`src/sv/bgns_pkg.sv`:
```
// Shared types and constants of the binary grid neighbourhood smoother.
// No dependencies; the top level, bgns_seq, bgns_window and the testbench refer to it by scoped names.
`default_nettype none

package bgns_pkg;

	localparam int ROW_W    = 16;
	localparam int RLEN_W   = 11;
	localparam int THR_W    = 4;
	localparam int CFG_IDX_W  = 3;
	localparam int CFG_DATA_W = 16;

	// Register indexes of the configuration port
	localparam logic [CFG_IDX_W-1:0] CFG_ROW_COUNT        = 3'd0;
	localparam logic [CFG_IDX_W-1:0] CFG_ROW_LENGTH       = 3'd1;
	localparam logic [CFG_IDX_W-1:0] CFG_THRESHOLD        = 3'd2;
	localparam logic [CFG_IDX_W-1:0] CFG_FILL_FIRST_ROW   = 3'd3;
	localparam logic [CFG_IDX_W-1:0] CFG_FILL_LAST_ROW    = 3'd4;
	localparam logic [CFG_IDX_W-1:0] CFG_FILL_FIRST_COL   = 3'd5;
	localparam logic [CFG_IDX_W-1:0] CFG_FILL_LAST_COL    = 3'd6;

	typedef struct packed {
		logic [ROW_W-1:0]  row_count;
		logic [RLEN_W-1:0] row_length;
		logic [THR_W-1:0]  threshold;
		logic              fill_before_first_row;
		logic              fill_after_last_row;
		logic              fill_before_first_column;
		logic              fill_after_last_column;
	} cfg_t;

	localparam cfg_t CFG_RESET = '{
		row_count:                16'd1,
		row_length:               11'd1,
		threshold:                4'd4,
		fill_before_first_row:    1'b0,
		fill_after_last_row:      1'b0,
		fill_before_first_column: 1'b0,
		fill_after_last_column:   1'b0
	};

	// Where the output cell sits, as seen by the window stage
	typedef struct packed {
		logic emit;   // this item produces a result
		logic last;   // result is the final cell of the frame
		logic top;    // row above the output cell is outside the grid
		logic bot;    // row below the output cell is outside the grid
		logic left;   // column left of the output cell is outside
		logic right;  // column right of the output cell is outside
	} pos_t;

endpackage

`default_nettype wire

```
`src/sv/bgns_cell_if.sv`:
```
// Input channel of the smoother: one grid cell or flush marker per transfer.
// No dependencies.
`default_nettype none

interface bgns_cell_if;
	logic valid;
	logic ready;
	logic cell_value;
	logic flush;

	modport source (output valid, output cell_value, output flush, input ready);
	modport sink   (input valid, input cell_value, input flush, output ready);
endinterface

`default_nettype wire

```
`src/sv/bgns_result_if.sv`:
```
// Output channel of the smoother: one smoothed cell per transfer.
// No dependencies.
`default_nettype none

interface bgns_result_if;
	logic valid;
	logic ready;
	logic smoothed_value;
	logic last_of_frame;

	modport source (output valid, output smoothed_value, output last_of_frame, input ready);
	modport sink   (input valid, input smoothed_value, input last_of_frame, output ready);
endinterface

`default_nettype wire

```
`src/sv/binary_grid_neighbourhood_smoother.sv`:
```
// Top level of the binary grid neighbourhood smoother: configuration registers
// and the sequencer, line buffer and window stages. Depends on bgns_pkg,
// bgns_cell_if, bgns_result_if, bgns_seq, bgns_linebuf and bgns_window.
`default_nettype none

// One smoothing pass of 3x3 cave smoothing over a binary grid streamed in
// raster order, one cell per transfer on grid. Each cell's result is the sum
// of its 3x3 window (itself included) against threshold: above gives 1, below
// gives 0, equal keeps the cell. Positions outside the grid count as the four
// fill flags, the row-side flag winning at corners. Results come out one row
// plus one cell behind the input, so after the last cell send row_length+1
// transfers with flush set to drain the frame; last_of_frame marks the final
// result and the next transfer starts a new frame. Throughput is one cell per
// clock while no waiting result holds the window stage: the two previous rows
// live in one MAX_ROW_LENGTH x 2-bit RAM that is read at the cell's column when
// the cell is taken and written back as the cell leaves the window stage, which
// a waiting result can delay, with the write forwarded when the next cell reads
// the same column (row length one, frame restart). The RAM's single read and
// single write per cycle set that rate. An accepted cell passes from the window
// stage register into the result register, staying in the window stage while
// a waiting result holds it. Columns never written since reset read as empty
// through a fill mark, so there is no clearing pass and the block takes cells
// right after reset. Write configuration only while no results are outstanding.
module binary_grid_neighbourhood_smoother #(
	parameter int MAX_ROW_LENGTH = 1024
) (
	input  wire logic                                clk,
	input  wire logic                                arst_n,
	input  wire logic                                cfg_we,
	input  wire logic [bgns_pkg::CFG_IDX_W-1:0]      cfg_index,
	input  wire logic [bgns_pkg::CFG_DATA_W-1:0]     cfg_wdata,
	bgns_cell_if.sink                                grid,
	bgns_result_if.source                            smoothed
);

	localparam int CW = $clog2(MAX_ROW_LENGTH);

	bgns_pkg::cfg_t cfg_q;
	bgns_pkg::pos_t pos;
	logic [CW-1:0]  col;
	logic [2:0]     trio;
	logic           accept, commit, adv, in_bit;

	// Configuration writes; indexes beyond the list are dropped
	always_ff @(posedge clk or negedge arst_n) begin
		if (!arst_n) begin
			cfg_q <= bgns_pkg::CFG_RESET;
		end else if (cfg_we) begin
			case (cfg_index)
				bgns_pkg::CFG_ROW_COUNT: cfg_q.row_count <= cfg_wdata;
				bgns_pkg::CFG_ROW_LENGTH: cfg_q.row_length <= cfg_wdata[bgns_pkg::RLEN_W-1:0];
				bgns_pkg::CFG_THRESHOLD: cfg_q.threshold <= cfg_wdata[bgns_pkg::THR_W-1:0];
				bgns_pkg::CFG_FILL_FIRST_ROW: cfg_q.fill_before_first_row <= cfg_wdata[0];
				bgns_pkg::CFG_FILL_LAST_ROW: cfg_q.fill_after_last_row <= cfg_wdata[0];
				bgns_pkg::CFG_FILL_FIRST_COL: cfg_q.fill_before_first_column <= cfg_wdata[0];
				bgns_pkg::CFG_FILL_LAST_COL: cfg_q.fill_after_last_column <= cfg_wdata[0];
				default: ;
			endcase
		end
	end

	// Take a new cell whenever the window stage can move on, even while a
	// finished result still waits in the output register.
	assign grid.ready = adv;
	assign accept     = grid.valid && grid.ready;
	// a flush transfer acts as an empty cell
	assign in_bit     = grid.flush ? 1'b0 : grid.cell_value;

	bgns_seq #(
		.MAX_ROW_LENGTH(MAX_ROW_LENGTH)
	) u_seq (
		.clk     (clk),
		.arst_n  (arst_n),
		.cfg     (cfg_q),
		.advance (accept),
		.col     (col),
		.pos     (pos)
	);

	bgns_linebuf #(
		.MAX_ROW_LENGTH(MAX_ROW_LENGTH)
	) u_linebuf (
		.clk     (clk),
		.arst_n  (arst_n),
		.rd_en   (accept),
		.rd_addr (col),
		.in_bit  (in_bit),
		.commit  (commit),
		.trio    (trio)
	);

	bgns_window u_window (
		.clk    (clk),
		.arst_n (arst_n),
		.cfg    (cfg_q),
		.accept (accept),
		.pos    (pos),
		.trio   (trio),
		.commit (commit),
		.adv    (adv),
		.res    (smoothed)
	);

endmodule

`default_nettype wire

```
`src/sv/bgns_seq.sv`:
```
// Position sequencer: input and output raster counters, frame end, border flags.
// Depends on bgns_pkg.
`default_nettype none

module bgns_seq #(
	parameter int MAX_ROW_LENGTH = 1024,
	localparam int LW = $clog2(MAX_ROW_LENGTH + 1),
	localparam int CW = $clog2(MAX_ROW_LENGTH)
) (
	input  wire logic              clk,
	input  wire logic              arst_n,
	input  wire bgns_pkg::cfg_t    cfg,
	input  wire logic              advance,
	output logic [CW-1:0]          col,
	output bgns_pkg::pos_t         pos
);

	localparam logic [31:0] MAX32 = 32'(MAX_ROW_LENGTH);

	logic [bgns_pkg::ROW_W-1:0] in_row_q, out_row_q;
	logic [LW-1:0]              in_col_q, out_col_q;

	logic [bgns_pkg::ROW_W-1:0] rows, rows_m1;
	logic [LW-1:0]              len, len_m1;
	logic [31:0]                rl32;

	logic [bgns_pkg::ROW_W-1:0] ir0, or0, ir1, or1;
	logic [LW-1:0]              ic0, oc0, ic1, oc1;
	logic                       emit, last;

	always_comb begin
		rows = (cfg.row_count == '0) ? bgns_pkg::ROW_W'(1) : cfg.row_count;
		rows_m1 = rows - bgns_pkg::ROW_W'(1);
		rl32 = 32'(cfg.row_length);
		if (rl32 == 32'd0) begin
			len = LW'(1);
		end else if (rl32 > MAX32) begin
			len = LW'(MAX_ROW_LENGTH);
		end else begin
			len = LW'(rl32);
		end
		len_m1 = len - LW'(1);
	end

	always_comb begin
		ic0 = in_col_q;
		ir0 = in_row_q;
		oc0 = out_col_q;
		or0 = out_row_q;
		// wrap counters left beyond a row length that shrank
		if (ic0 >= len) begin
			ic0 = '0;
			ir0 = ir0 + bgns_pkg::ROW_W'(1);
		end
		if (oc0 >= len) begin
			oc0 = '0;
			or0 = or0 + bgns_pkg::ROW_W'(1);
		end
		if (or0 >= rows) begin
			ic0 = '0;
			ir0 = '0;
			oc0 = '0;
			or0 = '0;
		end

		emit = (ir0 >= bgns_pkg::ROW_W'(2)) || (ir0 == bgns_pkg::ROW_W'(1) && ic0 != '0);
		last = emit && (or0 == rows_m1) && (oc0 == len_m1);

		ic1 = ic0 + LW'(1);
		ir1 = ir0;
		if (ic1 >= len) begin
			ic1 = '0;
			ir1 = ir0 + bgns_pkg::ROW_W'(1);
		end
		oc1 = oc0;
		or1 = or0;
		if (emit) begin
			oc1 = oc0 + LW'(1);
			if (oc1 >= len) begin
				oc1 = '0;
				or1 = or0 + bgns_pkg::ROW_W'(1);
			end
		end
		if (last) begin
			ic1 = '0;
			ir1 = '0;
			oc1 = '0;
			or1 = '0;
		end
	end

	assign col       = ic0[CW-1:0];
	assign pos.emit  = emit;
	assign pos.last  = last;
	assign pos.top   = (or0 == '0);
	assign pos.bot   = (or0 == rows_m1);
	assign pos.left  = (oc0 == '0);
	assign pos.right = (oc0 == len_m1);

	always_ff @(posedge clk or negedge arst_n) begin
		if (!arst_n) begin
			in_row_q  <= '0;
			in_col_q  <= '0;
			out_row_q <= '0;
			out_col_q <= '0;
		end else if (advance) begin
			in_row_q  <= ir1;
			in_col_q  <= ic1;
			out_row_q <= or1;
			out_col_q <= oc1;
		end
	end

	a_frame_restart: assert property (@(posedge clk) disable iff (!arst_n)
		advance && pos.last |=> in_row_q == '0 && in_col_q == '0 &&
			out_row_q == '0 && out_col_q == '0)
		else $error("counters not cleared after the final cell");

endmodule

`default_nettype wire

```
`src/sv/bgns_linebuf.sv`:
```
// Two-row line buffer in one synchronous RAM with read-modify-write,
// same-column forwarding and a fill mark for never-written columns. Depends on nothing.
`default_nettype none

module bgns_linebuf #(
	parameter int MAX_ROW_LENGTH = 1024,
	localparam int LW = $clog2(MAX_ROW_LENGTH + 1),
	localparam int CW = $clog2(MAX_ROW_LENGTH)
) (
	input  wire logic          clk,
	input  wire logic          arst_n,
	input  wire logic          rd_en,
	input  wire logic [CW-1:0] rd_addr,
	input  wire logic          in_bit,
	input  wire logic          commit,
	output logic [2:0]         trio
);

	// bit 0: two rows up, bit 1: one row up
	logic [1:0]    mem [MAX_ROW_LENGTH];
	logic [1:0]    mem_q;
	logic [CW-1:0] col_s1;
	logic          bit_s1;
	logic [1:0]    fwd_val_s1;
	logic          fwd_s1, blank_s1;
	logic [LW-1:0] fill_q;

	logic [1:0] lb_s1, wr_data;
	logic       fwd, blank;

	assign lb_s1   = fwd_s1 ? fwd_val_s1 : (blank_s1 ? 2'b00 : mem_q);
	assign wr_data = {bit_s1, lb_s1[1]};
	assign trio    = {bit_s1, lb_s1};

	// the entry being written back this cycle is the one read
	assign fwd   = commit && (rd_addr == col_s1);
	assign blank = LW'(rd_addr) >= fill_q;

	always_ff @(posedge clk) begin
		if (commit) begin
			mem[col_s1] <= wr_data;
		end
		if (rd_en) begin
			mem_q <= mem[rd_addr];
		end
	end

	always_ff @(posedge clk) begin
		if (rd_en) begin
			col_s1     <= rd_addr;
			bit_s1     <= in_bit;
			fwd_val_s1 <= wr_data;
		end
	end

	always_ff @(posedge clk or negedge arst_n) begin
		if (!arst_n) begin
			fwd_s1   <= 1'b0;
			blank_s1 <= 1'b1;
			fill_q   <= '0;
		end else begin
			if (rd_en) begin
				fwd_s1   <= fwd;
				blank_s1 <= blank;
			end
			// columns are first written in ascending order, so the mark advances by one
			if (commit && LW'(col_s1) == fill_q) begin
				fill_q <= fill_q + LW'(1);
			end
		end
	end

	a_fill_bound: assert property (@(posedge clk) disable iff (!arst_n)
		fill_q <= LW'(MAX_ROW_LENGTH))
		else $error("fill mark beyond buffer depth");

	a_fill_step: assert property (@(posedge clk) disable iff (!arst_n)
		1'b1 |=> (fill_q == $past(fill_q)) || (fill_q == $past(fill_q) + LW'(1)))
		else $error("fill mark skipped a column");

endmodule

`default_nettype wire

```
`src/sv/bgns_window.sv`:
```
// 3x3 window register, neighbour count with border fill, threshold decision
// and output register. Depends on bgns_pkg and bgns_result_if.
`default_nettype none

module bgns_window (
	input  wire logic           clk,
	input  wire logic           arst_n,
	input  wire bgns_pkg::cfg_t cfg,
	input  wire logic           accept,
	input  wire bgns_pkg::pos_t pos,
	input  wire logic [2:0]     trio,
	output logic                commit,
	output logic                adv,
	bgns_result_if.source       res
);

	logic           s1_valid_q;
	bgns_pkg::pos_t pos_s1;
	logic [8:0]     window_q;
	logic           out_valid_q, out_value_q, out_last_q;

	logic [8:0] win_next;
	logic [3:0] count;
	logic       b, value;

	assign adv    = !s1_valid_q || !pos_s1.emit || !out_valid_q || res.ready;
	assign commit = s1_valid_q && adv;

	assign win_next = {trio, window_q[8:3]};

	// row-side fill wins at the corners
	always_comb begin
		count = '0;
		b = 1'b0;
		for (int dc = 0; dc < 3; dc++) begin
			for (int dr = 0; dr < 3; dr++) begin
				if (dr == 0 && pos_s1.top) begin
					b = cfg.fill_before_first_row;
				end else if (dr == 2 && pos_s1.bot) begin
					b = cfg.fill_after_last_row;
				end else if (dc == 0 && pos_s1.left) begin
					b = cfg.fill_before_first_column;
				end else if (dc == 2 && pos_s1.right) begin
					b = cfg.fill_after_last_column;
				end else begin
					b = win_next[4'(dc * 3 + dr)];
				end
				count = count + 4'(b);
			end
		end
		if (count > cfg.threshold) begin
			value = 1'b1;
		end else if (count < cfg.threshold) begin
			value = 1'b0;
		end else begin
			value = win_next[4];
		end
	end

	always_ff @(posedge clk or negedge arst_n) begin
		if (!arst_n) begin
			s1_valid_q  <= 1'b0;
			pos_s1      <= '0;
			window_q    <= '0;
			out_valid_q <= 1'b0;
		end else begin
			if (accept) begin
				s1_valid_q <= 1'b1;
				pos_s1     <= pos;
			end else if (commit) begin
				s1_valid_q <= 1'b0;
			end
			if (commit) begin
				window_q <= win_next;
			end
			if (commit && pos_s1.emit) begin
				out_valid_q <= 1'b1;
			end else if (res.ready) begin
				out_valid_q <= 1'b0;
			end
		end
	end

	always_ff @(posedge clk) begin
		if (commit && pos_s1.emit) begin
			out_value_q <= value;
			out_last_q  <= pos_s1.last;
		end
	end

	assign res.valid          = out_valid_q;
	assign res.smoothed_value = out_value_q;
	assign res.last_of_frame  = out_last_q;

	a_no_overwrite: assert property (@(posedge clk) disable iff (!arst_n)
		commit && pos_s1.emit |-> !out_valid_q || res.ready)
		else $error("result register overwritten before transfer");

	a_stall_holds: assert property (@(posedge clk) disable iff (!arst_n)
		s1_valid_q && !commit |=> s1_valid_q && $stable(pos_s1) && $stable(window_q))
		else $error("stalled window stage lost its item");

endmodule

`default_nettype wire

```
`src/flat_wrapper.sv`:
```
// flat-port wrapper written by rule: the top's interface ports become plain ports
module binary_grid_neighbourhood_smoother_flat 
#(
	parameter int MAX_ROW_LENGTH = 1024
)
  (clk, arst_n, cfg_we, cfg_index, cfg_wdata, grid_valid, grid_cell_value, grid_flush, grid_ready, smoothed_valid, smoothed_smoothed_value, smoothed_last_of_frame, smoothed_ready);
  bgns_cell_if grid_i ();
  bgns_result_if smoothed_i ();
  input  wire logic clk;
  input  wire logic arst_n;
  input  wire logic cfg_we;
  input  wire logic [bgns_pkg::CFG_IDX_W-1:0] cfg_index;
  input  wire logic [bgns_pkg::CFG_DATA_W-1:0] cfg_wdata;
  input wire logic [$bits(grid_i.valid)-1:0] grid_valid;
  input wire logic [$bits(grid_i.cell_value)-1:0] grid_cell_value;
  input wire logic [$bits(grid_i.flush)-1:0] grid_flush;
  output wire logic [$bits(grid_i.ready)-1:0] grid_ready;
  output wire logic [$bits(smoothed_i.valid)-1:0] smoothed_valid;
  output wire logic [$bits(smoothed_i.smoothed_value)-1:0] smoothed_smoothed_value;
  output wire logic [$bits(smoothed_i.last_of_frame)-1:0] smoothed_last_of_frame;
  input wire logic [$bits(smoothed_i.ready)-1:0] smoothed_ready;
  assign grid_i.valid = grid_valid;
  assign grid_i.cell_value = grid_cell_value;
  assign grid_i.flush = grid_flush;
  assign grid_ready = grid_i.ready;
  assign smoothed_valid = smoothed_i.valid;
  assign smoothed_smoothed_value = smoothed_i.smoothed_value;
  assign smoothed_last_of_frame = smoothed_i.last_of_frame;
  assign smoothed_i.ready = smoothed_ready;
  binary_grid_neighbourhood_smoother #(.MAX_ROW_LENGTH(MAX_ROW_LENGTH)) u_core (.clk(clk), .arst_n(arst_n), .cfg_we(cfg_we), .cfg_index(cfg_index), .cfg_wdata(cfg_wdata), .grid(grid_i), .smoothed(smoothed_i));
endmodule
```
`config.mk`:
```
export PLATFORM = sky130hd
export DESIGN_NAME = binary_grid_neighbourhood_smoother_flat
export DESIGN_NICKNAME = d
export VERILOG_FILES = /design/src/sv/bgns_pkg.sv /design/src/sv/bgns_cell_if.sv /design/src/sv/bgns_result_if.sv /design/src/sv/binary_grid_neighbourhood_smoother.sv /design/src/sv/bgns_seq.sv /design/src/sv/bgns_linebuf.sv /design/src/sv/bgns_window.sv /design/src/flat_wrapper.sv
export SDC_FILE = /design/constraint.sdc
export NUM_CORES = 2
export LEC_CHECK = 0
export BUFFER_PORTS_ARGS = -buffer_cell sky130_fd_sc_hd__buf_2
export CAP_MARGIN = 20
export CORE_AREA = 8 8 425 427
export DETAILED_ROUTE_END_ITERATION = 10
export DIE_AREA = 0 0 433 435
export GPL_ROUTABILITY_DRIVEN = 0
export PLACE_DENSITY = 0.7
export SYNTH_ARGS = -nofsm -noshare
export SYNTH_HDL_FRONTEND = slang
export SYNTH_HIERARCHICAL = 1
export SYNTH_SLANG_ARGS = --single-unit
```
`constraint.sdc`:
```
create_clock -name clk -period 29.7 [get_ports clk]
set_input_delay 1.485 -clock clk [delete_from_list [all_inputs] [get_ports clk]]
set_output_delay 1.485 -clock clk [all_outputs]
set_load 0.02 [all_outputs]
```
==> run metrics <==
Cell variety after synth 112; Final Net Count approximately 6200; Post-DP Area 97500 um2; top cells by area, synth edfxtp_1 65%, mux4_2 10%, nor2_1 4.5%; Die H between 400 and 500 um; TritonCTS Buffers ~210; Slew Viols, Final 0; #FFs+latches synth 2181; TritonCTS clock tree yes; clk buf depth 3; sequential share of the synthesized area 0.685; Final setup viols 0; met3 WL a little under 30000 um; GRT Total Usage 0.264; worst setup path class reg -> reg; Slew headroom 0.119; Worst Skew about 0.045 ns; ANT nets after route 0; P_leak between 30 and 40 nW; first-pass GRT wire length around 370000 um; max layer used met5; largest net degree at the start of global routing approximately 250; Worst VDD drop 0.000111 V; Synthesis Warnings 6; utilization after layout 0.603; final hold slack roughly 0.51 ns; vias after detailed routing 56400; Post-synth EDFFs ~2100; met2 WL post-DR around 120000 um; number of H-tree levels 4; routed vias/inst roughly 6.6; cells after synthesis roughly 6000; minimum clock period 10.70 ns; Initial DRC Count between 8000 and 9000; fmax about 93 MHz; maximum fanout along the worst path 83; Fin. Hold Viols 0; hold_buf cts 0; area delta synth->final 10.2%; PwrDens 80.4 nW/um2; Post-CTS Resized 0; syn avg cell area around 16 um2; RSZ-0062 raised after global routing false; syn nets just over 6000; Commonest cells post-synth 2065 x edfxtp_1, 1129 x nor2_1, 442 x mux4_2, 250 x nand2_1, 212 x clkbuf_1; Overflow after GRT 0; Post-synth ARST share 0.0532; DPL Wire Length 144000 um; vias in the first global route between 50000 and 60000; Worst-path clk slew roughly 0.06 ns; Skew-Pair Late Insertion Delay approximately 0.86 ns; Critical Path AT 11.30 ns; post-route setup TNS 0 ns; Slew @ Worst Pin around 1.3 ns; Hold Path Class reg -> reg; final instance area ~100000 um2; DRT Wirelength ~250000 um; ys flop type edfxtp_1; Root Buffer Master clkbuf_16; PortBufs 29; postcts setup bufs 0; # IOs 30; Netlist Area Pre-Place 94800 um2; WP data required 30.30 ns; WL/cell between 20 and 30 um; max cap viols 0; final worst-path cycle share 0.360; status finished clean; initial core utilization 0.547; DRC violations left 0; wire length on met1 roughly 96000 um; CTS Sinks ~2200; share of layout cells above drive strength 1 0.175; startpoint types flip-flop; Rows 153; TritonRoute pass-1 iters 6; cell taking the most area after synthesis edfxtp_1; count leader, synth edfxtp_1; Die X about 430 um; top cell type's share of synthesized area 0.654; crit path capture type flip-flop; initial antenna violation count 11; total die area around 190000 um2; Core ar. around 170000 um2
-- path summary, 6_finish.rpt --
kind / from / end / slack [ns] / cells after the start
setup / recovery: u_core/cfg_q[18] / u_core/u_linebuf/mem_q[1] / 19.00 / 26
min in group asynchronous: arst_n / u_core/cfg_q[30] / 0.69 / 1
max in group asynchronous: arst_n / u_core/u_linebuf/fill_q[5] / 27.63 / 2
hold / removal: u_core/cfg_q[7] / u_core/cfg_q[7] / 0.51 / 1
hold reg to reg: u_core/cfg_q[7] / u_core/cfg_q[7] / 0.51 / 1
setup reg to reg: u_core/cfg_q[18] / u_core/u_linebuf/mem_q[1] / 19.00 / 26
-- power by group --
group	total (mW)	switching (mW)	internal, mW
Combinational	2.06	1.22	0.843
Clock	2.68	1.16	1.53
Sequential	3.66	0.0521	3.60
-- critical path, stage by stage (launching register included) --
cell	delay, ns
dfrtp_1	0.52
inv_1	0.41
nand2_1	0.28
ha_1	0.37
nand4_1	0.22
a21o_1	0.32
a21oi_1	0.51
o21ai_0	0.24
xnor2_1	0.43
inv_2	0.15
ha_1	0.32
a21oi_1	0.15
o21ai_0	0.10
a21oi_1	0.24
o21ai_2	0.21
nor2_1	0.21
nand2_1	0.20
inv_8	0.58
buf_4	0.78
buf_4	0.84
buf_4	0.70
mux4_2	0.58
a22oi_1	0.24
a22oi_1	0.17
o2111ai_1	0.80
nor3_1	0.13
or4_1	0.54
-- cells in the final DEF, fill, tap and decap left out, drive strengths merged, types with 21 or more instances in the layout --
| master | instances |
|---|---|
| edfxtp | 2065 |
| nor4 | 24 |
| and2 | 21 |
| a211oi | 53 |
| a221oi | 37 |
| clkinv | 90 |
| xnor2 | 74 |
| dfrtp | 112 |
| nor3 | 63 |
| nand2 | 250 |
| buf | 189 |
| o22ai | 58 |
| and3 | 32 |
| nand2b | 23 |
| nand3 | 113 |
| inv | 106 |
| bufinv | 23 |
| xor2 | 30 |
| o21ai | 97 |
| ha | 94 |
| nand4 | 39 |
| o211ai | 24 |
| mux2 | 56 |
| a22oi | 73 |
| a22o | 32 |
| nor2 | 1130 |
| clkbuf | 269 |
| a2111oi | 26 |
| mux4 | 448 |
| a21oi | 72 |
| mux2i | 176 |
-- through the flow --
| step | setup slack (ns) | cells | total power, mW |
|---|---|---|---|
| 2_1_floorplan | 13.06 | 6063 | 5.49 |
| 3_3_place_gp | 19.31 | 8125 | 5.74 |
| 3_5_place_dp | 19.05 | 8139 | 5.77 |
| 4_1_cts | 19.08 | 8531 | 8.43 |
| 5_1_grt | 18.33 | 8533 | 8.69 |
| 6_report | 19.00 | 8537 | 8.40 |
-- logic make-up (layout without fill, tap and decap cells) --
group / after synthesis / in the layout / synth area share
muxes: 680 / 680 / 0.132
AOI/OAI and AO/OA: 640 / 640 / 0.0494
and+or+nand+nor: 1818 / 1818 / 0.0839
DFF: 2181 / 2181 / 0.685
xor gates and xnor gates: 106 / 106 / 0.0102
buffers and inverters: 539 / 684 / 0.0266
other: 0 / 4 / 0
adders and majority gates: 99 / 99 / 0.0135
-- layer usage --
| layer | track usage | up-vias |
|---|---|---|
| li1 | - | 23500 |
| met1 | 0.373 | 29000 |
| met2 | 0.413 | 3341 |
| met3 | 0.0535 | 561 |
| met4 | 0.0950 | 2 |
| met5 | 0 | - |
-- registers in the layout, indices dropped and copies added, names as in the netlist, 2 cells and up --
register / count
u_core/cfg_q: 35
u_core/u_linebuf/col_s1: 10
u_core/u_linebuf/fill_q: 11
u_core/u_linebuf/fwd_val_s1: 2
u_core/u_linebuf/mem: 2048
u_core/u_linebuf/mem_q: 2
u_core/u_seq/in_col_q: 11
u_core/u_seq/in_row_q: 16
u_core/u_seq/out_col_q: 11
u_core/u_seq/out_row_q: 16
u_core/u_window/pos_s1: 6
u_core/u_window/window_q: 6
-- final cells by class --
type | instances | area, um2
fill | 12600 | 68800
sequential | 2181 | 64900
multi-input combinational | 3343 | 27700
clock buffer | 268 | 5560
tap | 2325 | 2910
timing repair buffer | 191 | 1660
clock inverter | 124 | 1350
inverter | 101 | 388
antenna | 4 | 10.0
Note: power is estimated with default switching activity, not from simulation.
